`config.mk`:
```
export PLATFORM = sky130hd
export DESIGN_NAME = pid_motor_drive_top
export DESIGN_NICKNAME = d
export VERILOG_FILES = /design/src/rtl/pmd_pkg.sv /design/src/rtl/pmd_cfg.sv /design/src/rtl/pmd_err.sv /design/src/rtl/pmd_pid.sv /design/src/rtl/pid_motor_drive_top.sv
export SDC_FILE = /design/constraint.sdc
export NUM_CORES = 2
export LEC_CHECK = 0
export BUFFER_PORTS_ARGS = -buffer_cell sky130_fd_sc_hd__buf_2
export CELL_PAD_IN_SITES_DETAIL_PLACEMENT = 1
export CELL_PAD_IN_SITES_GLOBAL_PLACEMENT = 1
export CORE_MARGIN = 2
export CORE_UTILIZATION = 57
export CTS_BUF_LIST = sky130_fd_sc_hd__clkbuf_8
export DETAILED_ROUTE_END_ITERATION = 16
export PLACE_DENSITY_LB_ADDON = 0.1
export SLEW_MARGIN = 20
export SYNTH_ARGS = -nofsm -noshare
export SYNTH_HDL_FRONTEND = slang
export SYNTH_SLANG_ARGS = --single-unit
```
`constraint.sdc`:
```
create_clock -name clk -period 12.26 [get_ports clk]
set_clock_uncertainty 0.05 [all_clocks]
set_input_delay 2.452 -clock clk [delete_from_list [all_inputs] [get_ports clk]]
set_output_delay 2.452 -clock clk [all_outputs]
set_load 0.05 [all_outputs]
```
`src/rtl/pmd_pkg.sv`:
```
package pmd_pkg;

  // Field widths.
  localparam int ADC_W  = 10;
  localparam int ANG_W  = 12;
  localparam int ERR_W  = 13;
  localparam int DIFF_W = ERR_W + 1;
  localparam int SUM_W  = 32;
  localparam int GAIN_W = 16;
  localparam int LIM_W  = 8;
  localparam int FRAC_W = 8;

  // Sensor scaling: angle = pot * ANGLE_FULL_SCALE / ADC_FULL_CODE, truncated.
  localparam int ADC_FULL_CODE    = 1023;
  localparam int ANGLE_FULL_SCALE = 3600;

  // The division by ADC_FULL_CODE is a multiply by a rounded-up reciprocal.
  // With the shift set to the numerator width plus ceil(log2(divisor)) the
  // quotient is exact for every numerator of PROD_W bits.
  localparam int PROD_W   = ADC_W + $clog2(ANGLE_FULL_SCALE + 1);
  localparam int RECIP_SH = PROD_W + $clog2(ADC_FULL_CODE);
  localparam int RECIP_W  = PROD_W + 1;
  localparam logic [63:0] RECIP_M_FULL =
    ((64'd1 << RECIP_SH) + 64'(ADC_FULL_CODE) - 64'd1) / 64'(ADC_FULL_CODE);
  localparam logic [RECIP_W-1:0] RECIP_M = RECIP_M_FULL[RECIP_W-1:0];
  localparam int FULL_W = PROD_W + RECIP_W;
  localparam int QUO_W  = FULL_W - RECIP_SH;

  // Product and accumulator widths.
  localparam int PP_W  = GAIN_W + ERR_W;
  localparam int PI_W  = GAIN_W + SUM_W;
  localparam int PD_W  = GAIN_W + DIFF_W;
  localparam int ACC_W = PI_W + 2;

  // Configuration port.
  localparam int CFG_IDX_W  = 3;
  localparam int CFG_DATA_W = 16;

  localparam logic [CFG_IDX_W-1:0] REG_GAIN_P       = 3'd0;
  localparam logic [CFG_IDX_W-1:0] REG_GAIN_I       = 3'd1;
  localparam logic [CFG_IDX_W-1:0] REG_GAIN_D       = 3'd2;
  localparam logic [CFG_IDX_W-1:0] REG_OUTPUT_LIMIT = 3'd3;
  localparam logic [CFG_IDX_W-1:0] REG_ANGLE_LIMIT  = 3'd4;

  typedef struct packed {
    logic [GAIN_W-1:0] gain_p;
    logic [GAIN_W-1:0] gain_i;
    logic [GAIN_W-1:0] gain_d;
    logic [LIM_W-1:0]  output_limit;
    logic [ANG_W-1:0]  angle_limit;
  } cfg_t;

  // One sample after the error stage.
  typedef struct packed {
    logic             valid;
    logic             drive_enable;
    logic             forward;
    logic [ERR_W-1:0] error;
  } err_t;

endpackage

```
`src/rtl/pmd_cfg.sv`:
```
module pmd_cfg (
  input  logic                            clk,
  input  logic                            rst_n,
  input  logic                            cfg_valid,
  output logic                            cfg_ready,
  input  logic [pmd_pkg::CFG_IDX_W-1:0]   cfg_index,
  input  logic [pmd_pkg::CFG_DATA_W-1:0]  cfg_data,
  output pmd_pkg::cfg_t                   cfg_o
);

  pmd_pkg::cfg_t cfg_r;

  assign cfg_ready = 1'b1;
  assign cfg_o     = cfg_r;

  always_ff @(posedge clk) begin
    if (!rst_n) begin
      cfg_r.gain_p       <= 16'd256;
      cfg_r.gain_i       <= '0;
      cfg_r.gain_d       <= '0;
      cfg_r.output_limit <= 8'd255;
      cfg_r.angle_limit  <= 12'd3600;
    end else if (cfg_valid) begin
      unique case (cfg_index)
        pmd_pkg::REG_GAIN_P:       cfg_r.gain_p       <= cfg_data;
        pmd_pkg::REG_GAIN_I:       cfg_r.gain_i       <= cfg_data;
        pmd_pkg::REG_GAIN_D:       cfg_r.gain_d       <= cfg_data;
        pmd_pkg::REG_OUTPUT_LIMIT: cfg_r.output_limit <= cfg_data[pmd_pkg::LIM_W-1:0];
        pmd_pkg::REG_ANGLE_LIMIT:  cfg_r.angle_limit  <= cfg_data[pmd_pkg::ANG_W-1:0];
        default: ;
      endcase
    end
  end

endmodule

```
`src/rtl/pmd_err.sv`:
```
// Input register, angle scaling (two multiply stages) and error stage.
module pmd_err (
  input  logic                       clk,
  input  logic                       rst_n,
  input  logic                       in_valid,
  output logic                       in_ready,
  input  logic [pmd_pkg::ADC_W-1:0]  in_pot_reading,
  input  logic                       in_switch_pressed,
  input  logic [pmd_pkg::ANG_W-1:0]  in_target_angle,
  input  pmd_pkg::cfg_t              cfg,
  output pmd_pkg::err_t              err_o,
  input  logic                       dn_ready
);

  logic                        v1_r, v2_r, v3_r;
  logic                        load1, load2, load3;

  logic [pmd_pkg::ADC_W-1:0]   pot_r;
  logic                        pressed1_r, pressed2_r;
  logic [pmd_pkg::ANG_W-1:0]   target1_r, target2_r;
  logic [pmd_pkg::PROD_W-1:0]  prod_nxt, prod_r;

  logic [pmd_pkg::FULL_W-1:0]  full;
  logic [pmd_pkg::QUO_W-1:0]   quo;
  logic [pmd_pkg::ANG_W-1:0]   angle;
  logic [pmd_pkg::ERR_W-1:0]   error_nxt, error_r;
  logic                        enable_nxt, enable_r;
  logic                        fwd_nxt, fwd_r;

  assign load3    = !v3_r || dn_ready;
  assign load2    = !v2_r || load3;
  assign load1    = !v1_r || load2;
  assign in_ready = load1;

  assign prod_nxt = {{(pmd_pkg::PROD_W - pmd_pkg::ADC_W){1'b0}}, pot_r}
                    * pmd_pkg::PROD_W'(pmd_pkg::ANGLE_FULL_SCALE);

  always_comb begin
    full = {{pmd_pkg::RECIP_W{1'b0}}, prod_r} * {{pmd_pkg::PROD_W{1'b0}}, pmd_pkg::RECIP_M};
    quo  = full[pmd_pkg::FULL_W-1:pmd_pkg::RECIP_SH];
    if (32'(quo) > 32'(pmd_pkg::ANGLE_FULL_SCALE)) begin
      angle = pmd_pkg::ANG_W'(pmd_pkg::ANGLE_FULL_SCALE);
    end else begin
      angle = pmd_pkg::ANG_W'(quo);
    end
    error_nxt  = {1'b0, target2_r} - {1'b0, angle};
    fwd_nxt    = angle < target2_r;
    enable_nxt = !(pressed2_r && (target2_r >= cfg.angle_limit));
  end

  always_ff @(posedge clk) begin
    if (!rst_n) begin
      v1_r <= 1'b0;
      v2_r <= 1'b0;
      v3_r <= 1'b0;
    end else begin
      if (load1) v1_r <= in_valid;
      if (load2) v2_r <= v1_r;
      if (load3) v3_r <= v2_r;
    end
  end

  always_ff @(posedge clk) begin
    if (load1) begin
      pot_r      <= in_pot_reading;
      pressed1_r <= in_switch_pressed;
      target1_r  <= in_target_angle;
    end
    if (load2) begin
      prod_r     <= prod_nxt;
      pressed2_r <= pressed1_r;
      target2_r  <= target1_r;
    end
    if (load3) begin
      error_r  <= error_nxt;
      enable_r <= enable_nxt;
      fwd_r    <= fwd_nxt;
    end
  end

  assign err_o.valid        = v3_r;
  assign err_o.drive_enable = enable_r;
  assign err_o.forward      = fwd_r;
  assign err_o.error        = error_r;

endmodule

```
`src/rtl/pmd_pid.sv`:
```
// Integrator and difference stage, gain products, then sum, clamp and output register.
module pmd_pid (
  input  logic                        clk,
  input  logic                        rst_n,
  input  pmd_pkg::err_t               err_i,
  output logic                        up_ready,
  input  pmd_pkg::cfg_t               cfg,
  output logic                        out_valid,
  input  logic                        out_ready,
  output logic                        out_drive_enable,
  output logic                        out_forward,
  output logic [pmd_pkg::LIM_W-1:0]   out_duty,
  output logic [pmd_pkg::ERR_W-1:0]   out_error_out
);

  logic load4, load5, load6;
  logic v4_r, v5_r, v6_r;

  // Controller state.
  logic signed [pmd_pkg::ERR_W-1:0]  prev_error_r;
  logic signed [pmd_pkg::SUM_W-1:0]  error_sum_r;

  logic signed [pmd_pkg::ERR_W-1:0]  e_in;
  logic signed [pmd_pkg::DIFF_W-1:0] diff_nxt, diff4_r;
  logic signed [pmd_pkg::SUM_W:0]    sum_wide;
  logic signed [pmd_pkg::SUM_W-1:0]  sum_nxt, sum4_r;
  logic signed [pmd_pkg::ERR_W-1:0]  e4_r;
  logic [pmd_pkg::ERR_W-1:0]         e5_r;
  logic                              en4_r, fwd4_r, en5_r, fwd5_r;

  logic signed [pmd_pkg::PP_W-1:0]   pp_nxt, pp_r;
  logic signed [pmd_pkg::PI_W-1:0]   pi_nxt, pi_r;
  logic signed [pmd_pkg::PD_W-1:0]   pd_nxt, pd_r;

  logic signed [pmd_pkg::ACC_W-1:0]  acc;
  logic signed [pmd_pkg::ACC_W-1:0]  pid;
  logic signed [pmd_pkg::ACC_W-1:0]  lim_s;
  logic signed [pmd_pkg::ACC_W-1:0]  pid_neg;
  logic [pmd_pkg::LIM_W-1:0]         mag;

  assign load6    = !v6_r || out_ready;
  assign load5    = !v5_r || load6;
  assign load4    = !v4_r || load5;
  assign up_ready = load4;

  assign e_in = $signed(err_i.error);

  always_comb begin
    diff_nxt = pmd_pkg::DIFF_W'(e_in) - pmd_pkg::DIFF_W'(prev_error_r);
    sum_wide = (pmd_pkg::SUM_W + 1)'(error_sum_r) + (pmd_pkg::SUM_W + 1)'(e_in);
    if (sum_wide[pmd_pkg::SUM_W] != sum_wide[pmd_pkg::SUM_W-1]) begin
      // Saturate toward the sign of the true sum.
      sum_nxt = sum_wide[pmd_pkg::SUM_W] ? {1'b1, {(pmd_pkg::SUM_W-1){1'b0}}}
                                         : {1'b0, {(pmd_pkg::SUM_W-1){1'b1}}};
    end else begin
      sum_nxt = sum_wide[pmd_pkg::SUM_W-1:0];
    end
  end

  assign pp_nxt = $signed(cfg.gain_p) * e4_r;
  assign pi_nxt = $signed(cfg.gain_i) * sum4_r;
  assign pd_nxt = $signed(cfg.gain_d) * diff4_r;

  always_comb begin
    acc     = pmd_pkg::ACC_W'(pp_r) + pmd_pkg::ACC_W'(pi_r) + pmd_pkg::ACC_W'(pd_r);
    pid     = acc >>> pmd_pkg::FRAC_W;
    pid_neg = -pid;
    lim_s   = $signed(pmd_pkg::ACC_W'(cfg.output_limit));
    if (pid > lim_s || pid < -lim_s) begin
      mag = cfg.output_limit;
    end else if (pid < 0) begin
      mag = pid_neg[pmd_pkg::LIM_W-1:0];
    end else begin
      mag = pid[pmd_pkg::LIM_W-1:0];
    end
  end

  always_ff @(posedge clk) begin
    if (!rst_n) begin
      v4_r         <= 1'b0;
      v5_r         <= 1'b0;
      v6_r         <= 1'b0;
      prev_error_r <= '0;
      error_sum_r  <= '0;
    end else begin
      if (load4) v4_r <= err_i.valid;
      if (load5) v5_r <= v4_r;
      if (load6) v6_r <= v5_r;
      if (load4 && err_i.valid) begin
        prev_error_r <= e_in;
        error_sum_r  <= sum_nxt;
      end
    end
  end

  always_ff @(posedge clk) begin
    if (load4) begin
      e4_r    <= e_in;
      diff4_r <= diff_nxt;
      sum4_r  <= sum_nxt;
      en4_r   <= err_i.drive_enable;
      fwd4_r  <= err_i.forward;
    end
    if (load5) begin
      pp_r   <= pp_nxt;
      pi_r   <= pi_nxt;
      pd_r   <= pd_nxt;
      e5_r   <= e4_r;
      en5_r  <= en4_r;
      fwd5_r <= fwd4_r;
    end
    if (load6) begin
      out_drive_enable <= en5_r;
      out_forward      <= en5_r && fwd5_r;
      out_duty         <= en5_r ? mag : '0;
      out_error_out    <= e5_r;
    end
  end

  assign out_valid = v6_r;

endmodule

```
`src/rtl/pid_motor_drive_top.sv`:
```
// PID position controller for one motor axis. Each input transfer carries one
// control sample: a raw 10-bit potentiometer reading, the limit-switch level and
// the target angle in tenths of a degree. The reading is scaled to an angle,
// truncated and held at full scale, and the error against the target drives a
// PID law with signed Q8.8 gains whose integral term saturates at 32-bit signed
// limits. The floored PID value is clamped to plus or minus output_limit and
// leaves as a duty magnitude with a direction bit. Drive is disabled, with duty
// and direction forced to zero, while the limit switch is pressed and the target
// is at or above angle_limit; the error is reported in every case and the
// controller state advances with every sample. The datapath is a six-stage
// pipeline (input register, the scaling multiply, the reciprocal multiply
// together with the error, integrator and difference, gain products, then sum,
// clamp and the result register), and one sample is taken every cycle while
// the result side is not stalled. Each stage holds while the one after it is
// full and cannot pass its sample on, so back-pressure on the result side
// ripples up stage by stage and bubbles
// are squeezed out. Write the configuration registers only while no samples
// are in flight.
module pid_motor_drive_top (
  input  logic                            clk,
  input  logic                            rst_n,

  input  logic                            cfg_valid,
  output logic                            cfg_ready,
  input  logic [pmd_pkg::CFG_IDX_W-1:0]   cfg_index,
  input  logic [pmd_pkg::CFG_DATA_W-1:0]  cfg_data,

  input  logic                            in_valid,
  output logic                            in_ready,
  input  logic [pmd_pkg::ADC_W-1:0]       in_pot_reading,
  input  logic                            in_switch_pressed,
  input  logic [pmd_pkg::ANG_W-1:0]       in_target_angle,

  output logic                            out_valid,
  input  logic                            out_ready,
  output logic                            out_drive_enable,
  output logic                            out_forward,
  output logic [pmd_pkg::LIM_W-1:0]       out_duty,
  output logic [pmd_pkg::ERR_W-1:0]       out_error_out
);

  pmd_pkg::cfg_t cfg;
  pmd_pkg::err_t err;
  logic          pid_ready;

  // Register file for gains and limits.
  pmd_cfg u_cfg (
    .clk       (clk),
    .rst_n     (rst_n),
    .cfg_valid (cfg_valid),
    .cfg_ready (cfg_ready),
    .cfg_index (cfg_index),
    .cfg_data  (cfg_data),
    .cfg_o     (cfg)
  );

  // Angle scaling, error, direction and drive enable.
  pmd_err u_err (
    .clk               (clk),
    .rst_n             (rst_n),
    .in_valid          (in_valid),
    .in_ready          (in_ready),
    .in_pot_reading    (in_pot_reading),
    .in_switch_pressed (in_switch_pressed),
    .in_target_angle   (in_target_angle),
    .cfg               (cfg),
    .err_o             (err),
    .dn_ready          (pid_ready)
  );

  // PID state, products, clamp and result register.
  pmd_pid u_pid (
    .clk              (clk),
    .rst_n            (rst_n),
    .err_i            (err),
    .up_ready         (pid_ready),
    .cfg              (cfg),
    .out_valid        (out_valid),
    .out_ready        (out_ready),
    .out_drive_enable (out_drive_enable),
    .out_forward      (out_forward),
    .out_duty         (out_duty),
    .out_error_out    (out_error_out)
  );

endmodule

```
==> key figures <==
Run status
  – Status: complete, no violations

Detailed routing
  – Met3 wire length: approximately 11 mm
  – Max Used Layer: met5
  – WL met1: 68.0 mm
  – WL per Instance: roughly 23 um
  – DR vias: roughly 42k
  – Met2 WL: 80.8 mm
  – Vias per cell: 5.78
  – Post-Route WL: between 150 and 200 mm
  – Routed Antenna Nets: 0
  – Drt pass-1 iters: 6
  – 1st-iter DRT viols: 2532
  – DRC viols: 0

STA
  – Final setup vio count: 0
  – Slew Limit Fails: 0
  – Least-Margin Pin Slew: about 0.99 ns
  – Final period util: 0.637
  – Unrepaired setup endpoints after global routing: false
  – Rel. slew slack: 0.343
  – Final hold violation count: 0
  – Final setup margin: 4.44 ns
  – Fin Setup TNS: 0 ns
  – FMAX: between 100 and 150 MHz
  – Post-route minimum period: 7.82 ns

Clocking
  – Post-CTS Hold Fix Bufs: 0
  – CTS Buf Count: between 70 and 80
  – Root Driver: clkbuf_8
  – Clock-pin slew on the worst setup and hold paths: 0.06 ns
  – Post CTS Setup Buffer Count: 0
  – H-Tree Depth: 3
  – CTS tree: yes
  – Cells resized by post-CTS repair: 0
  – TritonCTS Sinks: about 390
  – CTS Buffer Depth: 3
  – Latest clock arrival within the worst-skew pair: 0.75 ns

Yosys
  – Dominant synthesized flop cell: edfxtp_1
  – Synthesized area per cell: a little under 10 um^2
  – Top cells by area, synth: fa_1 34%, edfxtp_1 14%, ha_1 13%
  – Cells after Synth: ~6k
  – Mapped Nets: between 7k and 8k
  – Seq/Total Area, Yosys: 0.187
  – YS warnings: 0
  – Number of synthesized flops with an enable pin: approximately 280
  – Register bit total from synthesis: about 400
  – Post-synth cell types: 80
  – Syn Std Cell Area: approximately 57000 um^2
  – Synth area leader: fa_1
  – Post-synth top area share: 0.340
  – Async SR Flop Fraction: 0

GRT
  – GR Util All Layers: 0.337
  – Vias in the first global route: 47.4k
  – Largest net degree at the start of global routing: 86
  – First-pass GRT wire length: approximately 260 mm
  – Antenna violations before repair: 8
  – Grt total ovfl: 0

Floorplanning
  – IO Count: 73
  – Core Region: 99600 um^2
  – Row cnt: about 120
  – Die area: approximately 100000 um^2
  – Initial core utilization: 0.573
  – Die height: 320 um
  – Die Wd: roughly 320 um

Place
  – Placed cells: just over 7k
  – Number of port buffers: 71
  – Pre-CTS setup slack: roughly 4.5 ns
  – Post-DP Area: 58600 um^2
  – Dpl hpwl: about 130 mm
  – Gpl congestion: between 0.8 and 0.9

Critical path
  – Reg2Reg Launch Point: u_cfg.cfg_o[51]
  – CP max-delay cell: fa_1
  – Arr. time, crit path: a little over 8 ns
  – Crit-path max cell delay: 0.57 ns
  – CP startpoint: u_cfg.cfg_o[51]
  – Worst endpoint required time: between 10 and 15 ns
  – CP Buf/Inv Count: 5
  – CP dominant cell by count: fa_1
  – Crit path kind: reg2reg
  – Crit. End Element: flop
  – Crit-path cells: buf_4, inv_1, buf_4, nor2_1, fa_1, fa_1, fa_1, inv_1, fa_1, fa_1, inv_1, fa_1, ha_1, a211oi_1, nor2b_1, o21ai_0, a31o_2, a31oi_1, o21ai_1, a32oi_1, a21oi_1, a21o_1, a21oi_1, xnor2_1
  – CP max FO: 28
  – Startpoint Class: flop
  – Crit path max-delay family: adder cells

Finish
  – Synth-to-Final Area Change: 5.48%
  – Fin cells: between 7k and 8k
  – Nets: between 7k and 8k
  – Most frequent cells in the layout: 1052 x inv_1, 969 x fa_1, 808 x nand2_1, 579 x ha_1, 405 x and2_1
  – Final Instance Area: between 60000 and 70000 um^2
  – Share of post-route cells with drive strength above 1: 0.0425
  – Most common library cell in the layout ignoring fill and taps: inv_1

Hold path
  – Min-delay src: u_pid.e5_r[6]
  – Worst hold path class: reg2reg

Power and ir drop
  – Total design power: ~14 mW
  – VDD IR-drop max: 0.177 mV
  – Power Density: between 200 and 250 nW/um^2
  – Pleak: about 29 nW

Run
  – Max Cap Violations: 0
-- layer usage --
| layer | vias to the layer above | global-route usage |
|---|---|---|
| met4 | 6 | 0.116 |
| met3 | 315 | 0.0638 |
| met5 | - | 0 |
| met1 | 21565 | 0.432 |
| met2 | 1269 | 0.572 |
| li1 | 18520 | - |
-- synthesized netlist by cell type, types with 37 or more instances --
cell type	number
nor3_1	44
nor2b_1	43
inv_1	1025
nand4_1	37
a21oi_1	177
nor2_1	183
clkbuf_1	188
edfxtp_1	275
and2_1	406
fa_1	969
xnor2_1	157
dfxtp_1	119
a21boi_0	86
nand3_1	51
o21ai_0	86
xor2_1	61
a21o_1	111
ha_1	579
nand2_1	809
nand2b_1	82
-- final timing paths --
check / to / slack [ns] / cells after the start
hold reg to reg: u_pid.out_error_out[6] / 0.37 / 0
setup / recovery: u_pid.pi_r[47] / 4.44 / 24
setup reg to reg: u_pid.pi_r[47] / 4.44 / 24
hold / removal: u_pid.out_error_out[6] / 0.37 / 0
-- power breakdown --
group | switching (mW) | leakage [nW] | internal [mW]
combinational | 6.24 | 24.3 | 3.88
clock | 0.647 | 0.888 | 0.735
sequential | 0.795 | 3.96 | 2.04
total | 7.68 | 29.1 | 6.65
-- state kept, by name (all words and copies together) (netlist names), 12 cells and up --
signal	flops
u_err.target2_r	12
u_cfg.cfg_o	68
u_err.error_r	13
u_pid.pd_r	30
u_pid.sum4_r	32
u_pid.out_error_out	13
u_err.target1_r	12
u_pid.prev_error_r	13
u_pid.pp_r	29
u_err.prod_r	18
u_pid.e5_r	13
u_pid.diff4_r	14
u_pid.pi_r	48
u_pid.e4_r	13
u_pid.error_sum_r	32
-- area by class of cell --
type | count | area, um^2
timing repair buffer | 113 | 674
clock inverter | 60 | 463
inverter | 1026 | 3850
sequential | 394 | 10600
fill | 11183 | 39400
multi-input combinational | 4233 | 41800
antenna | 4 | 10.0
clock buffer | 79 | 1090
tap | 1298 | 1620
-- metrics by stage --
stage	hold WS, ns	utilization
finish	0.369	0.604
CTS	0.369	0.604
global route	0.380	0.604
global placement	0.351	0.588
floorplan	0.350	-
detailed placement	0.356	0.588
-- worst register-to-register path: cells and delay by family (launching register included) --
family / cells / cell delay, ns
XOR/XNOR: 1 / 0.08
AO/OA/AOI/OAI: 9 / 2.20
AND/OR/NAND/NOR: 2 / 0.54
adder cells (fa/ha/maj): 7 / 3.47
buffers and inverters: 5 / 0.88
flip-flops: 1 / 0.31
-- kinds of logic after synthesis --
family | share of synthesized area
other cells | 0.0000658
fa+ha+maj | 0.470
simple gates | 0.145
buf+inv | 0.0808
compound gates | 0.0811
xor+xnor | 0.0335
flops | 0.187
mux | 0.00233
No activity file was read; power rests on OpenSTA's default activity.
